### src/sv/sss_pkg.sv
`timescale 1ns / 1ps
// ----------------------------------------------------------------------------
// sss_pkg: shared types and constants of the seven-segment scan block
// Opcodes, register indexes, reset values, the character font and the
// structs that pass configuration and results between modules.
// ----------------------------------------------------------------------------
package sss_pkg;

	// operation codes of an input transaction
	localparam logic [2:0] OP_WRITE_CHAR = 3'd0;
	localparam logic [2:0] OP_WRITE_RAW  = 3'd1;
	localparam logic [2:0] OP_CLEAR      = 3'd2;
	localparam logic [2:0] OP_SCAN       = 3'd3;
	localparam logic [2:0] OP_TIME       = 3'd4;

	// configuration register indexes
	localparam logic [2:0] CFG_ACTIVE_LEVEL     = 3'd0;
	localparam logic [2:0] CFG_TEST_ENABLE      = 3'd1;
	localparam logic [2:0] CFG_TEST_KIND        = 3'd2;
	localparam logic [2:0] CFG_TEST_FIRST_DIGIT = 3'd3;
	localparam logic [2:0] CFG_TEST_END_DIGIT   = 3'd4;
	localparam logic [2:0] CFG_BLANK_CODE       = 3'd5;
	localparam logic [2:0] CFG_ZERO_CODE        = 3'd6;
	localparam logic [2:0] CFG_TEST_PERIOD      = 3'd7;

	// register reset values
	localparam logic [3:0]  RST_END_DIGIT = 4'd8;
	localparam logic [7:0]  RST_ZERO_CODE = 8'b0111_1110;
	localparam logic [15:0] RST_PERIOD    = 16'd500;

	// self-test constants
	localparam logic [7:0] WALK_TOP       = 8'h80;
	localparam logic [3:0] FONT_LAST_STEP = 4'd9;
	localparam logic [3:0] WALK_LAST_STEP = 4'd7;
	localparam logic [7:0] LINES_IDLE     = 8'hFF;

	typedef struct packed {
		logic        active_level;
		logic        test_enable;
		logic        test_kind;
		logic [2:0]  test_first_digit;
		logic [3:0]  test_end_digit;
		logic [7:0]  blank_code;
		logic [7:0]  zero_code;
		logic [15:0] test_period;
	} cfg_t;

	typedef struct packed {
		logic        valid;
		logic [2:0]  index;
		logic [15:0] data;
	} cfg_wr_t;

	typedef struct packed {
		logic [7:0] digit_lines;
		logic [7:0] segments;
		logic       bad_code;
		logic [2:0] test_digit;
	} result_t;

	// character font; entries past the defined ones are blank
	function automatic logic [7:0] font_lookup(input logic [5:0] code);
		logic [7:0] seg;
		case (code)
			6'd0:  seg = 8'h7E;
			6'd1:  seg = 8'h30;
			6'd2:  seg = 8'h6D;
			6'd3:  seg = 8'h79;
			6'd4:  seg = 8'h33;
			6'd5:  seg = 8'h5B;
			6'd6:  seg = 8'h5F;
			6'd7:  seg = 8'h70;
			6'd8:  seg = 8'h7F;
			6'd9:  seg = 8'h7B;
			6'd10: seg = 8'h77;
			6'd11: seg = 8'h1F;
			6'd12: seg = 8'h4E;
			6'd13: seg = 8'h3D;
			6'd14: seg = 8'h4F;
			6'd15: seg = 8'h47;
			6'd16: seg = 8'h5E;
			6'd17: seg = 8'h17;
			6'd18: seg = 8'h10;
			6'd19: seg = 8'h38;
			6'd20: seg = 8'h2F;
			6'd21: seg = 8'h0E;
			6'd22: seg = 8'h76;
			6'd23: seg = 8'h15;
			6'd24: seg = 8'h1D;
			6'd25: seg = 8'h67;
			6'd26: seg = 8'h73;
			6'd27: seg = 8'h05;
			6'd28: seg = 8'h1B;
			6'd29: seg = 8'h0F;
			6'd30: seg = 8'h3E;
			6'd31: seg = 8'h1C;
			6'd32: seg = 8'h2B;
			6'd33: seg = 8'h36;
			6'd34: seg = 8'h3B;
			6'd35: seg = 8'h49;
			6'd36: seg = 8'h08;
			default: seg = 8'h00;
		endcase
		return seg;
	endfunction

endpackage

### src/sv/sss_core.sv
`timescale 1ns / 1ps
// ----------------------------------------------------------------------------
// sss_core: segment buffer, scan pointer, self-test walk and drive latch
// Computes the next state for one transaction and registers it.
// ----------------------------------------------------------------------------
module sss_core #(
	parameter int DIGITS       = 8,
	parameter int FONT_ENTRIES = 37
) (
	input  logic             clk,
	input  logic             arst_n,
	input  logic             in_fire,
	input  logic [2:0]       opcode,
	input  logic [2:0]       digit_index,
	input  logic [7:0]       char_code,
	input  sss_pkg::cfg_t    cfg,
	input  sss_pkg::cfg_wr_t cfg_wr,
	output sss_pkg::result_t result
);
	import sss_pkg::*;

	localparam int DW = (DIGITS > 1) ? $clog2(DIGITS) : 1;

	logic [7:0]    seg_buf_q [DIGITS];
	logic [7:0]    seg_buf_n [DIGITS];
	logic [DW-1:0] scan_q, scan_n;
	logic [2:0]    tdc_q, tdc_n;
	logic [3:0]    step_q, step_n;
	logic          shown_q, shown_n;
	logic [15:0]   period_q, period_n;
	logic [7:0]    lines_q, lines_n;
	logic [7:0]    segs_q, segs_n;
	logic          bad_n;

	logic          wr_en;
	logic [2:0]    wr_addr;
	logic [7:0]    wr_data;
	logic          clr_all;
	logic [15:0]   period_inc;
	logic [3:0]    step_inc;
	logic [3:0]    step_limit;
	logic [3:0]    end_digit;
	logic [3:0]    tdc_inc;
	logic [7:0]    pattern;
	logic [7:0]    scan_bit;

	always_comb begin
		period_inc = period_q + 16'd1;
		step_inc   = step_q + 4'd1;
		step_limit = cfg.test_kind ? WALK_LAST_STEP : FONT_LAST_STEP;
		end_digit  = (cfg.test_end_digit > 4'(DIGITS)) ? 4'(DIGITS) : cfg.test_end_digit;
		tdc_inc    = {1'b0, tdc_q} + 4'd1;
		pattern    = cfg.test_kind ? (WALK_TOP >> step_q) : font_lookup({2'b00, step_q});
		scan_bit   = 8'd1 << scan_q;

		scan_n   = scan_q;
		tdc_n    = tdc_q;
		step_n   = step_q;
		shown_n  = shown_q;
		period_n = period_q;
		lines_n  = lines_q;
		segs_n   = segs_q;
		bad_n    = 1'b0;
		wr_en    = 1'b0;
		wr_addr  = digit_index;
		wr_data  = char_code;
		clr_all  = 1'b0;

		if (cfg_wr.valid && cfg_wr.index == CFG_TEST_ENABLE) begin
			// enable edges act on the walk position at once
			if (cfg_wr.data[0] && !cfg.test_enable) begin
				tdc_n = cfg.test_first_digit;
			end else if (!cfg_wr.data[0] && cfg.test_enable) begin
				tdc_n  = 3'd0;
				step_n = 4'd0;
			end
		end else if (in_fire) begin
			case (opcode)
				OP_WRITE_CHAR: begin
					wr_en = 1'b1;
					if (char_code < 8'(FONT_ENTRIES)) begin
						wr_data = font_lookup(char_code[5:0]);
					end else begin
						bad_n   = 1'b1;
						wr_data = cfg.blank_code;
					end
				end
				OP_WRITE_RAW: begin
					wr_en = 1'b1;
				end
				OP_CLEAR: begin
					clr_all = 1'b1;
				end
				OP_SCAN: begin
					lines_n = cfg.active_level ? scan_bit : ~scan_bit;
					segs_n  = seg_buf_q[scan_q];
					scan_n  = (scan_q == DW'(DIGITS - 1)) ? '0 : scan_q + 1'b1;
				end
				OP_TIME: begin
					wr_addr = tdc_q;
					if (!shown_q) begin
						if (cfg.test_enable) begin
							wr_en    = 1'b1;
							wr_data  = pattern;
							period_n = 16'd0;
							shown_n  = 1'b1;
						end
					end else begin
						period_n = period_inc;
						if (period_inc >= cfg.test_period) begin
							period_n = 16'd0;
							step_n   = step_inc;
							if (step_inc > step_limit) begin
								// leave the digit settled and move on
								wr_en   = 1'b1;
								wr_data = cfg.test_kind ? cfg.blank_code : cfg.zero_code;
								step_n  = 4'd0;
								if (tdc_inc >= end_digit) begin
									tdc_n   = cfg.test_first_digit;
									clr_all = 1'b1;
								end else begin
									tdc_n = tdc_q + 3'd1;
								end
							end
							shown_n = 1'b0;
						end
						if (!cfg.test_enable) begin
							tdc_n    = 3'd0;
							step_n   = 4'd0;
							shown_n  = 1'b0;
							period_n = 16'd0;
							clr_all  = 1'b1;
						end
					end
				end
				default: ;
			endcase
		end

		for (int i = 0; i < DIGITS; i++) begin
			if (clr_all) begin
				seg_buf_n[i] = cfg.blank_code;
			end else if (wr_en && wr_addr == 3'(i)) begin
				seg_buf_n[i] = wr_data;
			end else begin
				seg_buf_n[i] = seg_buf_q[i];
			end
		end
	end

	always_ff @(posedge clk or negedge arst_n) begin
		if (!arst_n) begin
			for (int i = 0; i < DIGITS; i++) begin
				seg_buf_q[i] <= 8'd0;
			end
			scan_q   <= '0;
			tdc_q    <= 3'd0;
			step_q   <= 4'd0;
			shown_q  <= 1'b0;
			period_q <= 16'd0;
			lines_q  <= LINES_IDLE;
			segs_q   <= 8'd0;
		end else begin
			for (int i = 0; i < DIGITS; i++) begin
				seg_buf_q[i] <= seg_buf_n[i];
			end
			scan_q   <= scan_n;
			tdc_q    <= tdc_n;
			step_q   <= step_n;
			shown_q  <= shown_n;
			period_q <= period_n;
			lines_q  <= lines_n;
			segs_q   <= segs_n;
		end
	end

	assign result.digit_lines = lines_n;
	assign result.segments    = segs_n;
	assign result.bad_code    = bad_n;
	assign result.test_digit  = tdc_n;

endmodule

### config.mk
export PLATFORM = sky130hd
export DESIGN_NAME = sss_core
export DESIGN_NICKNAME = d
export VERILOG_FILES = /design/src/sv/sss_pkg.sv /design/src/sv/sss_core.sv
export SDC_FILE = /design/constraint.sdc
export NUM_CORES = 1
export LEC_CHECK = 0
export ABC_AREA = 1
export BUFFER_PORTS_ARGS = -buffer_cell sky130_fd_sc_hd__buf_2
export CAP_MARGIN = 20
export CORE_ASPECT_RATIO = 0.7
export CORE_MARGIN = 3
export CORE_UTILIZATION = 25
export DETAILED_ROUTE_END_ITERATION = 10
export PLACE_DENSITY_LB_ADDON = 0.05
export SLEW_MARGIN = 20
export SYNTH_ARGS = -nofsm -noshare
export SYNTH_HDL_FRONTEND = slang
export SYNTH_SLANG_ARGS = --single-unit
### constraint.sdc
create_clock -name clk -period 8.59 [get_ports clk]
set_input_delay 0.859 -clock clk [delete_from_list [all_inputs] [get_ports clk]]
set_output_delay 0.859 -clock clk [all_outputs]
set_load 0.01 [all_outputs]
==> flow_summary_export.csv <==
group,metric,value,unit
critical_path,r2r_end,"seg_buf_q[5]$_DFFE_PN0P_",
yosys,synth_top_area_cell,"dfrtp_1",
power_and_ir_drop,ir_drop,0.0953,mV
sta,fin_crit_sh,0.576,
cells_and_area,drive_gt1_frac,0.151,
drt,drt_wl_total,28.6,mm
sta,rsz0062_at_grt,"no",
sta,finalSetupViolations,0,
drt,drt_first_pass_iters,5,
place,dp_cells,1606,
cts,cts_sinks,107,
die,initial_utilization,0.258,
cells_and_area,fin_cells,1622,
die,die_w,221,microns
yosys,synth-seq-area-share,0.331,
place,gp_congestion,0.834,
yosys,synthTopCellsByArea,"dfrtp_1, nand2_1, nand3_1",
power_and_ir_drop,p_per_area,239,mW/mm^2
sta,holdWs,0.507,ns
drt,via_count,7803,
die,coreArea,0.0316,sq mm
power_and_ir_drop,p_sw,0.956,mW
place,dp_hpwl,21.0,mm
yosys,ys_ff_latch,107,
cts,postCtsSetupBuffers,0,
die,io_pins,99,
die,die-height,157,microns
yosys,synth_area,0.00813,sq mm
yosys,synth_edf_count,0,
power_and_ir_drop,p_int,1.24,mW
yosys,synth_common_cells,"nand2_1, nand3_1, inv_1, nor2_1, o21ai_0",
sta,setup_ws,3.64,ns
sta,worst_pin_slew,0.939,ns
critical_path,critPathKind,"register to primary output",
critical_path,critPathRequiredTime,7.73,ns
cts,cts_resized,0,
critical_path,rr_startpoint,"period_q[0]$_DFFE_PN0P_",
yosys,synthCells,1137,
critical_path,critical_path.max_fanout,11,
cts,cts_buffer_depth,2,
yosys,synthFlopType,"dfrtp_1",
critical_path,cp.arrival,4.09,ns
global_route,gr-total-overflow,0,
status,status,"finished clean",
cts,cts_tree,"yes",
cts,cts-root-buf,"clkbuf_16",
yosys,netlist.area_leader.share,0.305,
critical_path,reg2reg_setup_slack,4.06,ns
drt,postRouteAntennaNets,0,
power_and_ir_drop,combPwrFrac,0.425,
power_and_ir_drop,seq_power_share,0.368,
power_and_ir_drop,p_leak,4.70,nW
critical_path,start_kind,"register",
global_route,grt_pass1_vias,7506,
sta,clock.fmax,202,MHz
yosys,syn_avg_cell_area,7.15,sq um
sta,slew_viol_final,0,
global_route,grt_pass1_wl,45.2,mm
yosys,syn-num-nets,1258,
global_route,grtUsageTotal,0.167,
drt,wl_per_cell,17.6,microns
cells_and_area,fin_nets,1318,
cts,numCtsBuffers,9,
power_and_ir_drop,clkPwrFrac,0.207,
cells_and_area,n_antenna_cell,0,
critical_path,worstRegToRegCells,24,
cts,ctsHoldBuffers,0,
run,cap_violations,0,
global_route,antenna_found_initial,0,
cts,path_clk_slew,0.08,ns
die,die-area,0.0347,sq mm
cts,h-tree-depth,3,
worst_hold_path,hold_path_class,"input pin to async pin",
critical_path,cp-end-kind,"primary output",
sta,finalSetupTns,0,ns
place,place_ws,4.03,ns
power_and_ir_drop,swShare,0.436,
die,rows,54,
yosys,yosysWarningCount,0,
yosys,async_reset_ff_frac,1.00,
cts,worst_skew_pair.late_latency,0.37,ns
sta,relSlewSlack,0.374,
drt,viasPerCell,4.81,
yosys,synth_most_common_cell,"nand2_1",
sta,fin_skew,0.0133,ns
drt,drc,0,
sta,hold_viol,0,
cells_and_area,synthToLayoutAreaGrowth,13.0,%
yosys,synth_cell_types,48,
global_route,grt_max_degree,74,
place,io_buffer_count,83,
drt,drt_iter0_drc,723,
sta,min_period,4.95,ns
==> worst max-delay path, stage by stage, from the launching register on <==
cell and delay (ns):
dfrtp_1 0.42, nand3_1 0.13, nor2_1 0.12, nand2_1 0.08
nor2_1 0.16, inv_1 0.10, nor3_1 0.18, nand4_1 0.15
inv_1 0.08, nor2_1 0.04, or2_2 0.28, inv_1 0.06
ha_1 0.23, a21oi_1 0.18, o21ai_1 0.11, a21oi_4 0.28
nand2_2 0.25, nand2_4 0.16, o21ai_0 0.09, o21ai_0 0.07
o21ai_0 0.11, o21ai_0 0.26, buf_2 0.19
==> how the worst max path moves through the flow <==
stage	from	end	depth (start not counted)
after CTS	period_q[0]$_DFFE_PN0P_	result[0]	22
after global routing	period_q[0]$_DFFE_PN0P_	result[0]	22
final	period_q[0]$_DFFE_PN0P_	result[0]	22
after floorplan	period_q[0]$_DFFE_PN0P_	result[0]	21
after global placement	period_q[0]$_DFFE_PN0P_	result[0]	22
after detailed placement	period_q[0]$_DFFE_PN0P_	result[0]	22
==> metal layers <==
| layer | GRT usage | vias to the layer above | wire length (microns) |
|---|---|---|---|
| met4 | 0.0259 | 0 | 159 |
| met2 | 0.238 | 208 | 11400 |
| li1 | - | 3916 | - |
| met3 | 0.0259 | 7 | 1280 |
| met1 | 0.265 | 3672 | 15800 |
| met5 | 0 | - | 0 |
==> registers in the layout, indices dropped and copies added, names as in the netlist <==
| signal | count |
|---|---|
| step_q | 4 |
| period_q | 16 |
| scan_q | 3 |
| tdc_q | 3 |
| seg_buf_q | 64 |
| shown_q | 1 |
| segs_q | 8 |
| lines_q | 8 |
==> layout by cell type, fill, tap and decap left out, types with 3 or more instances in the layout <==
cell type	Yosys	layout
a21oi_1	35	35
xor2_1	19	19
o211ai_1	8	8
nand4_1	9	9
nor2_1	105	105
nor3_1	8	8
o21ai_1	3	3
o22ai_1	30	30
nand3_1	164	164
nand2_2	9	9
dfstp_2	8	8
inv_1	106	106
buf_2	7	82
o2111ai_1	4	4
mux2_2	6	6
ha_1	42	42
clkbuf_16	0	9
clkinv_1	3	3
buf_4	2	5
a31oi_1	7	7
o21ai_2	3	3
inv_2	9	9
dfrtp_1	99	99
nand2_1	262	262
o21ai_0	103	103
nor2_4	5	5
or2_1	3	3
nor2_2	7	7
nand2_4	19	19
==> through the flow <==
step	total power [mW]	cell area, sq um	utilization
after floorplan	1.44	8130	-
after global placement	1.76	8880	0.281
after detailed placement	1.75	8880	0.281
after CTS	2.22	9180	0.291
after global routing	2.39	9180	0.291
final	2.19	9180	0.291
==> power groups by stage <==
stage	Clock, mW	Sequential (mW)	Combinational (mW)
after floorplan	0	0.755	0.683
after global placement	0	0.817	0.944
after detailed placement	0	0.812	0.938
after CTS	0.470	0.804	0.941
after global routing	0.494	0.830	1.07
final	0.454	0.807	0.932
==> logic make-up (layout without fill, tap and decap cells) <==
kind of cell               Yosys count  count (layout)  share of synthesized area
muxes                                7               7                    0.00955
DFF                                107             107                      0.331
buffers and inverters              158             223                     0.0841
AOI/OAI and AO/OA                  203             203                      0.144
adders and majority gates           42              42                     0.0647
xor gates and xnor gates            19              19                     0.0205
and+or+nand+nor                    601             601                      0.347
==> final cells by class <==
cell class | instances | area [sq um]
Timing Repair Buffer | 87 | 448
Clock inverter | 5 | 60.1
Inverter | 120 | 460
Fill cell | 3492 | 22400
Tap cell | 420 | 526
Sequential cell | 107 | 2690
Clock buffer | 11 | 243
Multi-Input combinational cell | 872 | 4750
Power figures use the tool's default switching activity.
